## src/design/u16u8_pkg.sv

```systemverilog
// u16u8_pkg: shared types, constants and byte-encoding functions for the
// utf-16 to utf-8 encoder; no dependencies
`timescale 1ns / 1ps

package u16u8_pkg;

	localparam logic [15:0] HIGH_FIRST = 16'hD800;
	localparam logic [15:0] HIGH_LAST  = 16'hDBFF;
	localparam logic [15:0] LOW_FIRST  = 16'hDC00;
	localparam logic [15:0] LOW_LAST   = 16'hDFFF;
	localparam logic [15:0] CAP_RESET  = 16'hFFFF;
	localparam logic [20:0] SUPP_BASE  = 21'h10000;
	localparam int unsigned MAX_DATA   = 6;

	// per-string state
	typedef struct packed {
		logic [9:0]  held_high;
		logic        held_valid;
		logic [15:0] bytes_written;
		logic        overflowed;
	} str_state_t;

	// all results of one word: data bytes followed by an optional terminator
	typedef struct packed {
		logic [MAX_DATA-1:0][7:0] data;
		logic [2:0]               nbytes;
		logic                     has_term;
		logic                     term_full;
		logic [15:0]              term_count;
	} burst_t;

	function automatic logic [2:0] utf8_len(input logic [20:0] cp);
		logic [2:0] n;
		if (cp < 21'h80) begin
			n = 3'd1;
		end else if (cp < 21'h800) begin
			n = 3'd2;
		end else if (cp < 21'h10000) begin
			n = 3'd3;
		end else begin
			n = 3'd4;
		end
		return n;
	endfunction

	// byte 0 is sent first
	function automatic logic [3:0][7:0] utf8_enc(input logic [20:0] cp);
		logic [3:0][7:0] b;
		b = '0;
		case (utf8_len(cp))
			3'd1: begin
				b[0] = {1'b0, cp[6:0]};
			end
			3'd2: begin
				b[0] = {3'b110, cp[10:6]};
				b[1] = {2'b10, cp[5:0]};
			end
			3'd3: begin
				b[0] = {4'b1110, cp[15:12]};
				b[1] = {2'b10, cp[11:6]};
				b[2] = {2'b10, cp[5:0]};
			end
			default: begin
				b[0] = {5'b11110, cp[20:18]};
				b[1] = {2'b10, cp[17:12]};
				b[2] = {2'b10, cp[11:6]};
				b[3] = {2'b10, cp[5:0]};
			end
		endcase
		return b;
	endfunction

endpackage

```

## src/design/u16u8_if.sv

```systemverilog
// u16u8_if: valid/ready channel interfaces for input words, output bytes
// and the capacity write port; depends on nothing
`timescale 1ns / 1ps

interface u16u8_in_if;
	logic        valid;
	logic        ready;
	logic [15:0] code_unit;
	logic        end_of_string;
	modport source (output valid, code_unit, end_of_string, input ready);
	modport sink (input valid, code_unit, end_of_string, output ready);
endinterface

interface u16u8_out_if;
	logic        valid;
	logic        ready;
	logic [7:0]  out_byte;
	logic        is_terminator;
	logic        last;
	logic        buffer_full;
	logic [15:0] byte_count;
	modport source (output valid, out_byte, is_terminator, last, buffer_full, byte_count,
		input ready);
	modport sink (input valid, out_byte, is_terminator, last, buffer_full, byte_count,
		output ready);
endinterface

interface u16u8_cfg_if;
	logic        valid;
	logic        ready;
	logic [15:0] data;
	modport source (output valid, data, input ready);
	modport sink (input valid, data, output ready);
endinterface

```

## src/design/u16u8_encode.sv

```systemverilog
// u16u8_encode: combinational step from one code unit and the string state
// to the burst of result bytes and the next state; uses u16u8_pkg
`timescale 1ns / 1ps

module u16u8_encode (
	input  u16u8_pkg::str_state_t st,
	input  logic [15:0]           code_unit,
	input  logic                  end_of_string,
	input  logic [15:0]           dest_capacity,
	output u16u8_pkg::burst_t     burst,
	output u16u8_pkg::str_state_t nxt
);

	logic            is_high, is_low, hold_new;
	logic            c1_en, c2_en, fit1, fit2, ok;
	logic [20:0]     c1_cp, c2_cp;
	logic [2:0]      n1, n2, e1, e2;
	logic [15:0]     bw1, bw_final;
	logic [3:0][7:0] b1, b2;
	logic [2:0]      j;

	assign is_high = (code_unit >= u16u8_pkg::HIGH_FIRST) && (code_unit <= u16u8_pkg::HIGH_LAST);
	assign is_low  = (code_unit >= u16u8_pkg::LOW_FIRST) && (code_unit <= u16u8_pkg::LOW_LAST);
	assign hold_new = is_high && !end_of_string;

	always_comb begin
		if (st.held_valid && is_low) begin
			// surrogate pair
			c1_en = 1'b1;
			c1_cp = u16u8_pkg::SUPP_BASE + 21'({st.held_high, code_unit[9:0]});
			c2_en = 1'b0;
		end else begin
			// lone held high surrogate goes out first in its 3-byte form
			c1_en = st.held_valid;
			c1_cp = 21'({6'b110110, st.held_high});
			c2_en = !hold_new;
		end
		c2_cp = 21'(code_unit);
	end

	assign n1 = u16u8_pkg::utf8_len(c1_cp);
	assign n2 = u16u8_pkg::utf8_len(c2_cp);
	assign b1 = u16u8_pkg::utf8_enc(c1_cp);
	assign b2 = u16u8_pkg::utf8_enc(c2_cp);

	// room must remain for the terminator
	assign fit1 = !c1_en || (({1'b0, st.bytes_written} + 17'(n1)) < {1'b0, dest_capacity});
	assign e1   = (c1_en && fit1) ? n1 : 3'd0;
	assign bw1  = st.bytes_written + 16'(e1);
	assign fit2 = !c2_en || (({1'b0, bw1} + 17'(n2)) < {1'b0, dest_capacity});
	assign ok   = fit1 && fit2;
	assign e2   = (fit1 && c2_en && fit2) ? n2 : 3'd0;
	assign bw_final = bw1 + 16'(e2);

	always_comb begin
		burst = '0;
		nxt   = st;
		j     = '0;
		for (int i = 0; i < u16u8_pkg::MAX_DATA; i++) begin
			if (3'(i) < e1) begin
				burst.data[i] = b1[2'(i)];
			end else begin
				j = 3'(i) - e1;
				burst.data[i] = b2[j[1:0]];
			end
		end
		if (st.overflowed) begin
			// skipping the rest of a cut string
			burst.nbytes = 3'd0;
			if (end_of_string) begin
				nxt = '0;
			end
		end else if (!ok) begin
			burst.nbytes    = e1 + e2;
			burst.has_term  = 1'b1;
			burst.term_full = 1'b1;
			nxt            = '0;
			nxt.overflowed = !end_of_string;
		end else if (end_of_string) begin
			burst.nbytes     = e1 + e2;
			burst.has_term   = 1'b1;
			burst.term_count = bw_final;
			nxt = '0;
		end else begin
			burst.nbytes      = e1 + e2;
			nxt.bytes_written = bw_final;
			nxt.held_valid    = hold_new;
			if (hold_new) begin
				nxt.held_high = code_unit[9:0];
			end
		end
	end

endmodule

```

## src/design/utf16_to_utf8_encoder_unit.sv

```systemverilog
// utf16_to_utf8_encoder_unit: top level of the utf-16 to utf-8 encoder, built on
// u16u8_pkg, u16u8_if and u16u8_encode
// a word is registered in the input stage at acceptance and encoded into the burst
// register when the burst stage is free; dst offers its bytes from that register
// throughput: one byte per cycle on dst while dst.ready is high; a word gives 1 to 7
// results or none; reset (arst_n low, async): state cleared, capacity 65535
`timescale 1ns / 1ps

module utf16_to_utf8_encoder_unit (
	input logic         clk,
	input logic         arst_n,
	u16u8_in_if.sink    src,
	u16u8_out_if.source dst,
	u16u8_cfg_if.sink   cfg
);

	// capacity register, always writable
	logic [15:0] dest_capacity_q;

	// input stage
	logic        valid_s1;
	logic [15:0] code_unit_s1;
	logic        eos_s1;

	// burst stage feeding the byte serializer
	logic                  valid_s2;
	u16u8_pkg::burst_t     burst_s2;
	logic [2:0]            idx_q;

	u16u8_pkg::str_state_t st_q;
	u16u8_pkg::str_state_t st_nxt;
	u16u8_pkg::burst_t     burst_nxt;

	logic       out_fire, burst_done, s2_free, s1_adv, has_res;
	logic [2:0] total;

	assign cfg.ready = 1'b1;

	always_ff @(posedge clk or negedge arst_n) begin
		if (!arst_n) begin
			dest_capacity_q <= u16u8_pkg::CAP_RESET;
		end else if (cfg.valid) begin
			dest_capacity_q <= cfg.data;
		end
	end

	u16u8_encode u_encode (
		.st            (st_q),
		.code_unit     (code_unit_s1),
		.end_of_string (eos_s1),
		.dest_capacity (dest_capacity_q),
		.burst         (burst_nxt),
		.nxt           (st_nxt)
	);

	// total results in the held burst, terminator included
	assign total      = burst_s2.nbytes + 3'(burst_s2.has_term);
	assign out_fire   = dst.valid && dst.ready;
	assign burst_done = out_fire && (idx_q == total - 3'd1);
	assign s2_free    = !valid_s2 || burst_done;
	assign has_res    = (burst_nxt.nbytes != 3'd0) || burst_nxt.has_term;
	// a word with no results retires without waiting for the burst stage
	assign s1_adv     = valid_s1 && (!has_res || s2_free);
	assign src.ready  = !valid_s1 || s1_adv;

	always_ff @(posedge clk or negedge arst_n) begin
		if (!arst_n) begin
			valid_s1 <= 1'b0;
		end else if (src.ready) begin
			valid_s1 <= src.valid;
		end
	end

	always_ff @(posedge clk) begin
		if (src.ready && src.valid) begin
			code_unit_s1 <= src.code_unit;
			eos_s1       <= src.end_of_string;
		end
	end

	// string state moves only when a word retires from the input stage
	always_ff @(posedge clk or negedge arst_n) begin
		if (!arst_n) begin
			st_q <= '0;
		end else if (s1_adv) begin
			st_q <= st_nxt;
		end
	end

	always_ff @(posedge clk or negedge arst_n) begin
		if (!arst_n) begin
			valid_s2 <= 1'b0;
			idx_q    <= '0;
		end else if (s2_free) begin
			valid_s2 <= s1_adv && has_res;
			idx_q    <= '0;
		end else if (out_fire) begin
			idx_q <= idx_q + 3'd1;
		end
	end

	always_ff @(posedge clk) begin
		if (s2_free && s1_adv && has_res) begin
			burst_s2 <= burst_nxt;
		end
	end

	// byte select: data bytes first, then the terminator
	always_comb begin
		dst.valid         = valid_s2;
		dst.last          = (idx_q == total - 3'd1);
		if (idx_q < burst_s2.nbytes) begin
			dst.out_byte      = burst_s2.data[idx_q];
			dst.is_terminator = 1'b0;
			dst.buffer_full   = 1'b0;
			dst.byte_count    = '0;
		end else begin
			dst.out_byte      = '0;
			dst.is_terminator = 1'b1;
			dst.buffer_full   = burst_s2.term_full;
			dst.byte_count    = burst_s2.term_count;
		end
	end

endmodule

```

## src/flat_wrapper.sv

```systemverilog
// flat-port wrapper written by rule: the top's interface ports become plain ports
module utf16_to_utf8_encoder_unit_flat 
  (clk, arst_n, src_valid, src_code_unit, src_end_of_string, src_ready, dst_valid, dst_out_byte, dst_is_terminator, dst_last, dst_buffer_full, dst_byte_count, dst_ready, cfg_valid, cfg_data, cfg_ready);
  u16u8_in_if src_i ();
  u16u8_out_if dst_i ();
  u16u8_cfg_if cfg_i ();
  input logic clk;
  input logic arst_n;
  input wire logic [$bits(src_i.valid)-1:0] src_valid;
  input wire logic [$bits(src_i.code_unit)-1:0] src_code_unit;
  input wire logic [$bits(src_i.end_of_string)-1:0] src_end_of_string;
  output wire logic [$bits(src_i.ready)-1:0] src_ready;
  output wire logic [$bits(dst_i.valid)-1:0] dst_valid;
  output wire logic [$bits(dst_i.out_byte)-1:0] dst_out_byte;
  output wire logic [$bits(dst_i.is_terminator)-1:0] dst_is_terminator;
  output wire logic [$bits(dst_i.last)-1:0] dst_last;
  output wire logic [$bits(dst_i.buffer_full)-1:0] dst_buffer_full;
  output wire logic [$bits(dst_i.byte_count)-1:0] dst_byte_count;
  input wire logic [$bits(dst_i.ready)-1:0] dst_ready;
  input wire logic [$bits(cfg_i.valid)-1:0] cfg_valid;
  input wire logic [$bits(cfg_i.data)-1:0] cfg_data;
  output wire logic [$bits(cfg_i.ready)-1:0] cfg_ready;
  assign src_i.valid = src_valid;
  assign src_i.code_unit = src_code_unit;
  assign src_i.end_of_string = src_end_of_string;
  assign src_ready = src_i.ready;
  assign dst_valid = dst_i.valid;
  assign dst_out_byte = dst_i.out_byte;
  assign dst_is_terminator = dst_i.is_terminator;
  assign dst_last = dst_i.last;
  assign dst_buffer_full = dst_i.buffer_full;
  assign dst_byte_count = dst_i.byte_count;
  assign dst_i.ready = dst_ready;
  assign cfg_i.valid = cfg_valid;
  assign cfg_i.data = cfg_data;
  assign cfg_ready = cfg_i.ready;
  utf16_to_utf8_encoder_unit u_core (.clk(clk), .arst_n(arst_n), .src(src_i), .dst(dst_i), .cfg(cfg_i));
endmodule
```

## config.mk

```make
export PLATFORM = sky130hd
export DESIGN_NAME = utf16_to_utf8_encoder_unit_flat
export DESIGN_NICKNAME = d
export VERILOG_FILES = /design/src/design/u16u8_pkg.sv /design/src/design/u16u8_if.sv /design/src/design/u16u8_encode.sv /design/src/design/utf16_to_utf8_encoder_unit.sv /design/src/flat_wrapper.sv
export SDC_FILE = /design/constraint.sdc
export NUM_CORES = 1
export LEC_CHECK = 0
export BUFFER_PORTS_ARGS = -buffer_cell sky130_fd_sc_hd__buf_2
export CAP_MARGIN = 20
export CELL_PAD_IN_SITES_DETAIL_PLACEMENT = 0
export CELL_PAD_IN_SITES_GLOBAL_PLACEMENT = 1
export CORE_ASPECT_RATIO = 0.7
export CORE_MARGIN = 3
export CORE_UTILIZATION = 40
export DETAILED_ROUTE_END_ITERATION = 12
export MAX_ROUTING_LAYER = met4
export PLACE_DENSITY_LB_ADDON = 0.1
export SLEW_MARGIN = 20
export SYNTH_ARGS = -nofsm -noshare
export SYNTH_HDL_FRONTEND = slang
export SYNTH_SLANG_ARGS = --single-unit
```

## constraint.sdc

```tcl
create_clock -name clk -period 28 [get_ports clk]
set_clock_uncertainty 0.05 [all_clocks]
set_input_delay 2.8 -clock clk [delete_from_list [all_inputs] [get_ports clk]]
set_output_delay 2.8 -clock clk [all_outputs]
set_load 0.01 [all_outputs]
```

Word-level counts from Yosys, hierarchy flattened

Index checks and enable logic that the tools add are counted.

$add $sub $neg: 15
Order comparisons: 26
Equality and inequality tests: 9
Multiplexer cells: 55
Bitwise operators: 2
Reductions and logical operators: 35

Operators by type and width:

| operator                                                                       | count |
|---|---|
| 8-bit two-way mux                                                              | 15 |
| 8-bit binary-select mux with 2-bit select                                      | 6 |
| 8-bit case mux with 3 select lines                                             | 4 |
| 28-bit two-way mux                                                             | 3 |
| 16-bit two-way mux                                                             | 3 |
| 16-bit by 3-bit adder with 17-bit output                                       | 2 |
| 17-bit by 16-bit less-than comparator with 1-bit output                        | 2 |
| 3-bit two-way mux                                                              | 11 |
| 16-bit by 3-bit adder with 16-bit output                                       | 2 |
| 16-bit >= comparator, second input constant                                    | 2 |
| 16-bit <= comparator, second input constant                                    | 2 |
| 27-bit two-way mux                                                             | 1 |
| 8-bit binary-select mux with 3-bit select                                      | 1 |
| 17-bit by 20-bit adder with 21-bit output, first input constant                | 1 |
| 21-bit by 12-bit less-than comparator with 1-bit output, second input constant | 1 |
| 21-bit by 17-bit less-than comparator with 1-bit output, second input constant | 1 |
| 21-bit by 8-bit less-than comparator with 1-bit output, second input constant  | 1 |
| 21-bit two-way mux                                                             | 1 |
| 2-bit by 3-bit less-than comparator with 1-bit output, second input constant   | 6 |
| 18-bit two-way mux                                                             | 1 |
| 16-bit by 17-bit less-than comparator with 1-bit output, second input constant | 1 |
| 16-bit by 12-bit less-than comparator with 1-bit output, second input constant | 1 |
| 16-bit by 8-bit less-than comparator with 1-bit output, second input constant  | 1 |
| 8-bit case mux with 2 select lines                                             | 1 |
| 28 further kinds                                                               | 72 |

Bits in registers: 135
Input port bits: 38
Logic and storage cells: 162

Longest topological paths before layout

Depth in word-level cells: 29
Mapped depth: 52

Hierarchy

Synthesis repeated with hierarchy kept, for this count alone.

Cell total of the unflattened synthesis: 918
Area, all modules: 9,361.5 um^2

Modules (own cells, without submodules):

| module                     | times used | cells an instance | area an instance (um^2) |
|---|---|---|---|
| utf16_to_utf8_encoder_unit | 1          | 283               | 5,287.6 |
| u16u8_encode               | 1          | 635               | 4,073.9 |

Least setup slack after synthesis

OpenSTA, ideal clock, no wires.

Kind: flip-flop to flip-flop
Start point: reg u_core.st_q[24] (netlist name)
End point: reg u_core.burst_s2[0] (netlist name), enable pin
Setup time: 0.496 ns
Arrival time: 12.605 ns
Data required time: 27.454 ns
Setup slack: 14.849 ns
Stages on the path, launching flop included: 50
Path buffers: 5
Clock period less this slack: 13.151 ns
Cell sequence: dfrtp_1 ha_1 and3b_1 o211a_1 buf_6 a21oi_1 a21boi_1 inv_2 ha_1 fa_1 nor2_1 o31ai_4 nand4_1 xnor2_1 ha_1 nand2_1 o21a_1 o2111a_1 [14 not listed] xor2_1 ha_1 nand3_1 nand2_1 nor4_1 a2111oi_0 a211o_1 a21oi_1 buf_2 nand2b_1 nor2_1 ha_1 fa_1 or3_1 a31oi_1 nor2_1 o21ai_0 nor2_1

Word-level cells in the longest chain between the ends: 26
Elaborated cells between the ends (all ways): 32
Classes of those cells: 5 x add/sub; 5 x order compare; 9 x mux; 13 x reduce/logical

Ends and longest elaborated chain:

| what                                                    | line                              | RTL |
|---|---|---|
| start: declaration                                      | utf16_to_utf8_encoder_unit.sv:30  | `u16u8_pkg::str_state_t st_q;` |
| start signal: assignment                                | utf16_to_utf8_encoder_unit.sv:86  | `st_q <= st_nxt;` |
| 17-bit by 20-bit adder with 21-bit output               | u16u8_encode.sv:30                | `c1_cp = u16u8_pkg::SUPP_BASE + 21'({st.held_high, code_unit[9:0]});` |
| 21-bit two-way mux (*)                                  | u16u8_encode.sv:27                | `if (st.held_valid && is_low) begin` |
| 21-bit by 17-bit less-than comparator with 1-bit output | u16u8_pkg.sv:38                   | `end else if (cp < 21'h10000) begin` |
| 3-bit two-way mux                                       | u16u8_pkg.sv:38                   |  |
| 3-bit two-way mux                                       | u16u8_pkg.sv:36                   | `end else if (cp < 21'h800) begin` |
| 3-bit two-way mux (*)                                   | u16u8_pkg.sv:34                   | `if (cp < 21'h80) begin` |
| 16-bit by 3-bit adder with 17-bit output                | u16u8_encode.sv:47                | `assign fit1 = !c1_en \|\| (({1'b0, st.bytes_written} + 17'(n1)) < {1'b0, dest_capacity});` |
| 17-bit by 16-bit less-than comparator with 1-bit output | u16u8_encode.sv:47                |  |
| [10 not listed]                                         | -                                 |  |
| 3-bit two-way mux                                       | u16u8_encode.sv:67                | `if (st.overflowed) begin` |
| 3-bit nonzero test                                      | utf16_to_utf8_encoder_unit.sv:61  | `assign has_res = (burst_nxt.nbytes != 3'd0) \|\| burst_nxt.has_term;` |
| 1-bit logical OR (*)                                    | utf16_to_utf8_encoder_unit.sv:61  |  |
| 1-bit zero test                                         | utf16_to_utf8_encoder_unit.sv:63  | `assign s1_adv = valid_s1 && (!has_res \|\| s2_free);` |
| 1-bit logical OR                                        | utf16_to_utf8_encoder_unit.sv:63  |  |
| 1-bit logical AND                                       | utf16_to_utf8_encoder_unit.sv:63  |  |
| 1-bit logical AND                                       | utf16_to_utf8_encoder_unit.sv:103 | `if (s2_free && s1_adv && has_res) begin` |
| 1-bit logical AND (*)                                   | utf16_to_utf8_encoder_unit.sv:103 |  |
| end signal: assignment                                  | utf16_to_utf8_encoder_unit.sv:104 | `burst_s2 <= burst_nxt;` |
| end: declaration                                        | utf16_to_utf8_encoder_unit.sv:27  | `u16u8_pkg::burst_t burst_s2;` |

Mark *: on every way between the ends. The rest lies on a longest branch, timed or not.
A chain may end at the register's enable or synchronous reset.

Worst setup path after layout

Start point: reg u_core.st_q[24] (netlist name)
End point: out src_ready

Word-level cells in the longest chain between the ends: 25
Elaborated cells between the ends (all ways): 31
Classes of those cells: 5 x add/sub; 5 x order compare; 9 x mux; 12 x reduce/logical

Ends and longest elaborated chain:

| what                                                    | line                                                       | RTL |
|---|---|---|
| 17-bit by 20-bit adder with 21-bit output               | u16u8_encode.sv:30                                         |  |
| 21-bit two-way mux (*)                                  | u16u8_encode.sv:27                                         |  |
| 21-bit by 17-bit less-than comparator with 1-bit output | u16u8_pkg.sv:38                                            |  |
| 3-bit two-way mux                                       | u16u8_pkg.sv:38                                            |  |
| 3-bit two-way mux                                       | u16u8_pkg.sv:36                                            |  |
| 3-bit two-way mux (*)                                   | u16u8_pkg.sv:34                                            |  |
| 16-bit by 3-bit adder with 17-bit output                | u16u8_encode.sv:47                                         |  |
| 17-bit by 16-bit less-than comparator with 1-bit output | u16u8_encode.sv:47                                         |  |
| [9 not listed]                                          | -                                                          |  |
| 3-bit adder                                             | u16u8_encode.sv:74, u16u8_encode.sv:80, u16u8_encode.sv:85 |  |
| 3-bit two-way mux                                       | u16u8_encode.sv:67                                         |  |
| 3-bit nonzero test                                      | utf16_to_utf8_encoder_unit.sv:61                           |  |
| 1-bit logical OR (*)                                    | utf16_to_utf8_encoder_unit.sv:61                           |  |
| 1-bit zero test (*)                                     | utf16_to_utf8_encoder_unit.sv:63                           |  |
| 1-bit logical OR (*)                                    | utf16_to_utf8_encoder_unit.sv:63                           |  |
| 1-bit logical AND (*)                                   | utf16_to_utf8_encoder_unit.sv:63                           |  |
| 1-bit logical OR (*)                                    | utf16_to_utf8_encoder_unit.sv:64                           | `assign src.ready = !valid_s1 \|\| s1_adv;` |
| end: declaration                                        | flat_wrapper.sv:12                                         | `output wire logic [$bits(src_i.ready)-1:0] src_ready;` |

Marks and branches as above.

==> results.py <==
metrics = {
    "sta": {
        "hold_violations": 0,
        "setup_viol": 0,
        "max_freq_mhz": 57.4,
        "maxSlewViolCount": 0,
        "worstMarginPinSlew_ps": 1110,
        "rsz0062_at_grt": "false",
        "final.period_utilization_pct": 62.2,
        "tns_ps": 0,
        "period_minus_slack_ps": 17430,
        "max_slew_margin_pct": 25.3,
    },
    "floorplan": {
        "die_area_um2": 25700,
        "num_rows": 46,
        "pin_count": 68,
        "coreArea_um2": 23000,
        "die_w_um": 190,
        "die_h_um": 135,
        "initial_core_util_pct": 41.3,
    },
    "route": {
        "num_vias": 8090,
        "drt-total-wl_mm": 30.3,
        "firstDrtPassIters": 6,
        "drt_iter0_markers": 1081,
        "post_drt_wl_per_cell_um": 21.9,
        "drc": 0,
        "viasPerCell": 5.84,
        "ant_nets": 0,
    },
    "worst_setup_path": {
        "crit_arrival_ps": 14580,
        "cp-start-kind": "flop",
        "cp-end-kind": "primary output",
        "r2r_start": "u_core.st_q[24]$_DFFE_PN0P_",
        "reg2reg_setup_slack_ps": 12820,
        "crit_start": "u_core.st_q[24]$_DFFE_PN0P_",
        "r2r_cells": 47,
        "max_stage_delay_ps": 900,
        "cp_common_cell": "ha_1",
        "crit_type": "reg2out",
        "critPathMaxFanout": 22,
        "cp_slowest_cell": "nor4_2",
        "r2r-end": "u_core.code_unit_s1[0]$_DFFE_PP_",
        "worstPathRequired_ps": 25150,
        "endpoint": "src_ready",
    },
    "synthesis": {
        "synth-edff-count": 86,
        "yosys-top-cells-area": "edfxtp_1 (27%), dfrtp_1 (8.7%), ha_1 (6.1%), nand2_1 (4.8%), dfstp_2 (4.4%)",
        "ys_types": 74,
        "synth_top_area_share_pct": 27.2,
        "synth_fp_nets": 1113,
        "ys_async_sr_fraction_pct": 36.3,
        "syn_area_um2": 9510,
        "synth_top_cell_by_area": "edfxtp_1",
        "syn-mean-instance-area_um2": 9.28,
        "synth_ff_type": "edfxtp_1",
        "ys_ff_latch": 135,
        "syn-instance-count": 1024,
        "ys_warn_count": 0,
        "synth.most_common_cell": "nand2_1",
        "synthTopCellsByCount": "nand2_1 (122), edfxtp_1 (86), nor2_1 (79)",
        "seq_area_frac_synth_pct": 40.3,
    },
    "pwr": {
        "p_leak_nw": 4.22,
        "power_density_nw_per_um2": 75.0,
        "vdd_ir_drop_max_v": 0.0000431,
    },
    "final_layout": {
        "final_nets": 1150,
        "finish.utilization_pct": 46.5,
        "layout-drive-gt1-share_pct": 14.7,
        "final_cells": 1386,
        "syn2layout_area_growth_pct": 12.7,
        "n_antenna_cell": 0,
    },
    "grt": {
        "grt_max_degree": 50,
        "grt.total_usage_pct": 24.6,
        "grt_pass1_wl_mm": 46.0,
        "grt_overflow": 0,
        "grt_pass1_vias": 7201,
        "antenna_found_initial": 0,
    },
    "place": {
        "port_buffers": 66,
        "placed_cells": 1354,
        "dp_hpwl_mm": 23.2,
        "place.gp.congestion": 1.00,
    },
    "clock_tree": {
        "clock-sinks": 135,
        "cts-root-buf": "clkbuf_16",
        "cts_resized": 0,
        "cts_buffer_depth": 2,
        "cts_tree": "built",
        "clk_pin_slew_worst_paths_ps": 70,
        "cts_setup_buffers": 0,
        "hold_buffers": 0,
        "htreeDepth": 4,
        "clk_latency_ps": 440,
        "cts_buffers": 17,
    },
    "flow_run": {
        "cap_violations": 0,
    },
    "status": {
        "outcome": "completed",
    },
    "min_path": {
        "hp-class": "reg2reg",
    },
}
-- through the flow --
stage               worst slack (ps)  area [um2]  power [mW]  hold slack, ps
CTS                            10890       10700       0.808             483
global placement               11790       10100       0.562             487
finish                         10570       10700       0.804             485
detailed placement             11390       10100       0.562             465
floorplan                      14850        9510       0.471             433
global route                    9400       10700       0.854             530
-- flip-flops by register name, summed over array words and instances (netlist names) --
signal	flops
u_core.burst_s2	69
u_core.st_q	28
u_core.code_unit_s1	16
u_core.dest_capacity_q	16
u_core.idx_q	3
u_core.dst.valid	1
u_core.eos_s1	1
u_core.valid_s1	1
-- per-layer routing --
layer / part of all wire [%] / vias to the layer above / routed length [um] / global-route usage [%]
met5: 0 / - / 0 / -
met4: 1.1 / 0 / 343 / 5.21
met3: 11 / 35 / 3410 / 6.88
met2: 33 / 443 / 10000 / 26.2
met1: 54 / 3784 / 16500 / 42.5
li1: - / 3828 / - / -
-- worst max-delay path, delay by kind of cell (launching register included) --
family,cells,cell delay [ps]
compound gates,16,4870
xor+xnor,2,240
fa+ha+maj,8,2680
buf+inv,6,1370
flops,1,550
simple gates,15,4410
-- cells by family (layout without fill, tap and decap cells) --
kind of cell | Yosys count | in the layout | synth area share, %
flops | 135 | 135 | 40.3
buf+inv | 114 | 164 | 4.91
compound gates | 275 | 275 | 20.0
mux | 23 | 23 | 3.59
fa+ha+maj | 51 | 51 | 7.11
simple gates | 364 | 364 | 18.5
xor+xnor | 61 | 61 | 5.62
other cells | 1 | 1 | 0.0394
-- layout by cell type (no fill, tap or decap), types with 13 or more instances in the layout --
master	count
a211oi_1	25
a21oi_1	54
a221o_1	14
a22oi_1	13
and2_1	39
buf_2	66
clkbuf_16	17
dfrtp_1	33
dfstp_2	16
edfxtp_1	86
ha_1	46
inv_1	50
nand2_1	122
nand3_1	32
nor2_1	78
nor2b_1	20
nor3_1	15
o21ai_0	56
o31ai_1	15
xnor2_1	40
xor2_1	21
-- power breakdown --
part	internal (mW)	switching [mW]	leakage, nW	total, mW
Combinational	0.114	0.161	2.60	0.276
Sequential	0.250	0.0358	1.32	0.286
Clock	0.150	0.0928	0.302	0.243
Total	0.514	0.290	4.22	0.804
-- layout make-up --
type	count	area, um2
clock buffer	18	429
clock inverter	14	199
fill	2262	12300
inverter	54	203
multi-input combinational	775	5250
sequential	135	3830
tap	312	390
timing repair buffer	78	420
-- worst min-delay path by stage --
stage | start | end | slack [ps] | cells after the start
2_1_floorplan | u_core.valid_s1$_DFFE_PN0P_ | u_core.st_q[0]$_DFFE_PN0P_ | 430 | 1
3_3_place_gp | u_core.valid_s1$_DFFE_PN0P_ | u_core.st_q[0]$_DFFE_PN0P_ | 490 | 1
3_5_place_dp | u_core.valid_s1$_DFFE_PN0P_ | u_core.st_q[0]$_DFFE_PN0P_ | 470 | 1
4_1_cts | u_core.valid_s1$_DFFE_PN0P_ | u_core.st_q[0]$_DFFE_PN0P_ | 480 | 1
5_1_grt | u_core.valid_s1$_DFFE_PN0P_ | u_core.st_q[0]$_DFFE_PN0P_ | 530 | 1
6_report | u_core.valid_s1$_DFFE_PN0P_ | u_core.st_q[0]$_DFFE_PN0P_ | 480 | 1
(Power assumes the default switching activity.)
